[config.mk]
export PLATFORM = sky130hd
export DESIGN_NAME = tun_cell
export DESIGN_NICKNAME = d
export VERILOG_FILES = /design/src/design/tun_pkg.sv /design/src/design/tun_cell.sv
export SDC_FILE = /design/constraint.sdc
export NUM_CORES = 2
export LEC_CHECK = 0
export BUFFER_PORTS_ARGS = -buffer_cell sky130_fd_sc_hd__clkbuf_2
export CAP_MARGIN = 0
export CELL_PAD_IN_SITES_DETAIL_PLACEMENT = 1
export CELL_PAD_IN_SITES_GLOBAL_PLACEMENT = 1
export CORE_AREA = 2 2 512 514
export DETAILED_ROUTE_END_ITERATION = 10
export DIE_AREA = 0 0 514 516
export GPL_TIMING_DRIVEN = 0
export PLACE_DENSITY = 0.63
export SLEW_MARGIN = 10
export SYNTH_ARGS = -nofsm -noshare
export SYNTH_HDL_FRONTEND = slang
export SYNTH_SLANG_ARGS = --single-unit
[constraint.sdc]
create_clock -name clock -period 19.8 [get_ports clock]
set_clock_uncertainty 0.1 [all_clocks]
set_input_delay 1.98 -clock clock [delete_from_list [all_inputs] [get_ports clock]]
set_output_delay 1.98 -clock clock [all_outputs]
set_load 0.01 [all_outputs]
[src/design/tun_pkg.sv]
`default_nettype none
package tun_pkg;
   localparam int COORD_W = 12;
   localparam int EDGE_W  = COORD_W + 1;
   localparam int PROD_W  = 2 * EDGE_W;
   localparam int CROSS_W = PROD_W + 1;
   localparam int SQ_W    = 2 * (CROSS_W - 1);
   localparam int LEN_W   = SQ_W + 2;
   localparam int FRAC    = 14;
   localparam int M_W     = FRAC + 1;
   localparam int ACC_W   = LEN_W + 2 * FRAC + 4;
   localparam int OUT_W   = 16;
   localparam int N_CELLS = M_W;
   localparam int FRONT_STAGES = 5;

   // one lane per normal component; t is the squared length at the cell's bit weight
   typedef struct packed {
      logic [2:0][ACC_W-1:0] rem;
      logic [2:0][ACC_W-1:0] yk;
      logic [2:0][M_W-1:0]   m;
      logic [ACC_W-1:0]      t;
      logic [2:0]            neg;
      logic                  degen;
   } cell_data_type;
endpackage
`default_nettype wire

[src/design/tun_cell.sv]
`default_nettype none
module tun_cell (
   input  wire logic                   clock,
   input  wire logic                   reset,
   input  wire logic                   in_valid,
   output logic                        in_move,
   input  wire tun_pkg::cell_data_type in_data,
   output logic                        out_valid,
   input  wire logic                   out_move,
   output tun_pkg::cell_data_type      out_data
);
   import tun_pkg::*;

   logic          valid_ff;
   cell_data_type data_ff;
   cell_data_type data_in;

   logic [ACC_W-1:0] d [3];
   logic [2:0]       take;

   // trial bit: accept when remainder covers 2*m*S*w + S*w^2 (both pre-scaled)
   always_comb begin
      data_in = in_data;
      for (int i = 0; i < 3; i++) begin
         d[i]    = in_data.yk[i] + in_data.t;
         take[i] = in_data.rem[i] >= d[i];
         data_in.rem[i] = take[i] ? in_data.rem[i] - d[i] : in_data.rem[i];
         data_in.yk[i]  = (take[i] ? in_data.yk[i] + {in_data.t[ACC_W-2:0], 1'b0}
                                   : in_data.yk[i]) >> 1;
         data_in.m[i]   = {in_data.m[i][M_W-2:0], take[i]};
      end
      data_in.t = in_data.t >> 2;
   end

   assign in_move   = !valid_ff || out_move;
   assign out_valid = valid_ff;
   assign out_data  = data_ff;

   always_ff @(posedge clock) begin
      if (reset) begin
         valid_ff <= 1'b0;
      end else if (in_move) begin
         valid_ff <= in_valid;
      end
   end

   always_ff @(posedge clock) begin
      if (in_move) begin
         data_ff <= data_in;
      end
   end
endmodule
`default_nettype wire

==> PnR_summary.wiki <==
{| class="wikitable"
! Metric !! Value
|-
| Antenna-violating nets left || 0
|-
| DRT Pass-1 Iters || 5
|-
| Endpoint type of the worst setup path || flip-flop
|-
| Area contributors post-synth || edfxtp_1 27%, ha_1 14%, a21oi_1 9.4%
|-
| Die area || 0.265 sq mm
|-
| RSZ-0062 raised after global routing || no
|-
| Average cell area after synthesis || 8.13 sq um
|-
| Clock tree from TritonCTS || done
|-
| Source of the critical timing path || in_data[4]
|-
| Yosys top cell area share || 0.274
|-
| Via count of the first global-routing pass || 76600
|-
| Dominant delay contributor by cell family on the critical path || compound AO/OA/AOI/OAI gates
|-
| Final setup fails || 0
|-
| Initial antenna violation count || 114
|-
| Critical R2R Launch || out_valid
|-
| Number of ports placed on the die boundary || 1308
|-
| Post-synth EDFFs || 646
|-
| Period Utilization, post-route || 0.650
|-
| Most common cell after layout, fill and taps aside || a21oi_1
|-
| Commonest cells after routing, fill and taps aside || 1324 x a21oi_1, 1302 x clkbuf_2, 819 x nor2_1
|-
| Hold path startpoint || out_valid
|-
| Fillcell total || 31400
|-
| Overall track demand over capacity in global routing || 0.296
|-
| Maximum capacitance violations || 0
|-
| Number of buffers inserted to repair setup after CTS || 0
|-
| Cells after synthesis || 8695
|-
| Post-detailed-route DRC marker count || 0
|-
| Final Hold Fails || 0
|-
| Largest net degree at the start of global routing || 67
|-
| CP bufs+invs || 3
|-
| Insertion delay of the later-clocked pin in the worst-skew pair || 0.74 ns
|-
| Worst-case clock buffer depth || 3
|-
| Clock-pin slew on the worst setup and hold paths || 0.06 ns
|-
| Highest attainable clock frequency || 77.7 MHz
|-
| First-pass GRT wire length || 568000 microns
|-
| Leakage || 37.2 nW
|-
| Cts bufs inserted || 90
|-
| Post-route minimum period || 12.87 ns
|-
| Result of the run || completed
|-
| Number of warnings issued by yosys || 0
|-
| Worst Max-Slew Pin Slew || 1.37 ns
|-
| Worst IR drop on VDD || 0.0712 mV
|-
| Area added between synthesis and finish || 20.1%
|-
| Power per Cell Area || 103 mW/mm^2
|-
| Post-layout nets || 11500
|-
| Proportion of layout cells with a drive suffix above 1 || 0.164
|-
| Library cell occupying the most area in the post-synthesis netlist || edfxtp_1
|-
| Core area || 0.259 sq mm
|-
| Final max-slew violation count || 0
|-
| Placed Cells || 13400
|-
| Total power consumption of the routed design || 8.73 mW
|-
| Fraction of synthesis flops using an asynchronous set or reset pin || 0
|-
| Cell type of the slowest stage on the worst timing path || nor3_1
|-
| Tightest Hold Check Type || reg -> reg
|-
| Category of the worst setup path launch point || primary input
|-
| Critical path class || in -> reg
|-
| Worst-case headroom to the max-slew limit || 0.0843
|-
| DR vias/cell || 5.60
|-
| Last weighted congestion value of the routability-driven placer || 0.967
|-
| Combined area of all synthesized cells || 0.0707 sq mm
|-
| PortBufs || 1299
|-
| Post-synthesis register bit count || 647
|-
| Critical Path AT || 13.32 ns
|-
| Die Y-Extent || 516 microns
|-
| WL per Instance || 30.1 microns
|-
| Sink count of the clock tree || 647
|-
| Post-CTS resize count || 0
|-
| Number of placement rows || 187
|-
| Die outline width || 514 microns
|-
| Number of standard cells in the layout, taps in and fillers out || 13600
|-
| Number of levels in the clock H-tree || 3
|-
| Iter 0 DRT Violations || 5619
|-
| Routed vias || 76200
|-
| Gr ovfl total || 0
|-
| Most instantiated flip-flop cell in the synthesis netlist || edfxtp_1
|-
| Delay of the slowest cell on the worst path || 1.07 ns
|-
| Sequential-to-total area share from yosys stat || 0.275
|-
| Post-DP HPWL || 348000 microns
|-
| Largest fanout of any net on the critical path || 10
|-
| Worst Path Required || 20.24 ns
|-
| Starting Density || 0.273
|-
| Buffer type at the clock tree root || clkbuf_16
|-
| Total wirelength of the detailed-routed design || 410000 microns
|-
| Number of hold-repair buffers added at the cts stage || 0
|-
| Core utilization of the finished layout || 0.328
|-
| Number of distinct library cells after synthesis || 102
|}
[stage by stage]
| step | worst slack [ns] | hold WS, ns | instance area, sq um | setup TNS, ns |
|---|---|---|---|---|
| 2_1_floorplan | 0.277 | 1.95 | 70700 | 0 |
| 4_1_cts | 7.35 | 0.683 | 84900 | 0 |
| 3_3_place_gp | -10.01 | 2.04 | 81500 | -4474.72 |
| 3_5_place_dp | 6.53 | 0.672 | 81900 | 0 |
| 5_1_grt | 6.80 | 0.721 | 84900 | 0 |
| 6_report | 6.93 | 0.684 | 85000 | 0 |
[final timing paths]
kind | end | depth (start not counted) | slack (ns)
worst max-delay path | out_data[317] | 27 | 6.93
worst min-delay path | out_valid | 2 | 0.68
worst max register to register | out_data[235] | 6 | 16.96
worst min register to register | out_valid | 2 | 0.68
[worst min-delay path: stages, from the launching register on]
cell      delay [ns]
dfxtp_1         0.33
nand2b_4        0.29
a21oi_1         0.12
[sequential cells by signal, summed over array words and instances (netlist names)]
name and flops:
out_data 646, out_valid 1
[metal layers]
metal | vias to the layer above | routed length [microns] | track usage
met3 | 598 | 24800 | 0.0448
met2 | 2581 | 182000 | 0.468
li1 | 35300 | - | -
met5 | - | 279 | 0
met4 | 46 | 25600 | 0.166
met1 | 37700 | 177000 | 0.384
[cell families after synthesis]
logic type,count (synthesis),share of synthesized area
xor gates and xnor gates,716,0.0887
adders and majority gates,774,0.138
other,1,0.0000530
muxes,36,0.00566
AOI/OAI and AO/OA,3251,0.284
DFF,647,0.275
and+or+nand+nor,2608,0.172
buffers and inverters,662,0.0373
[where the power goes]
| group | internal (mW) | switching (mW) |
|---|---|---|
| registers | 2.05 | 0.215 |
| logic | 1.55 | 3.19 |
| clock network | 0.971 | 0.746 |
| total | 4.58 | 4.15 |
[area by class of cell]
class,count,area [sq um],share of cell area
Clock inverter,61,687,0.00808
Multi-Input combinational cell,7390,48700,0.573
Buffer,435,1790,0.0211
Inverter,227,852,0.0100
Antenna cell,42,105,0.00124
Sequential cell,647,19400,0.229
Clock buffer,102,2320,0.0273
Tap cell,3402,4260,0.0501
Timing Repair Buffer,1312,6850,0.0806
[cells in the mapped netlist, drive strengths merged (227+ instances only)]
cell type     n
a21oi      1328
nand2       775
nor2        820
ha          765
xor2        289
xnor2       427
o21ai       573
nand4       257
a21o        517
inv         227
clkbuf      334
edfxtp      646
(Power assumes the default switching activity.)
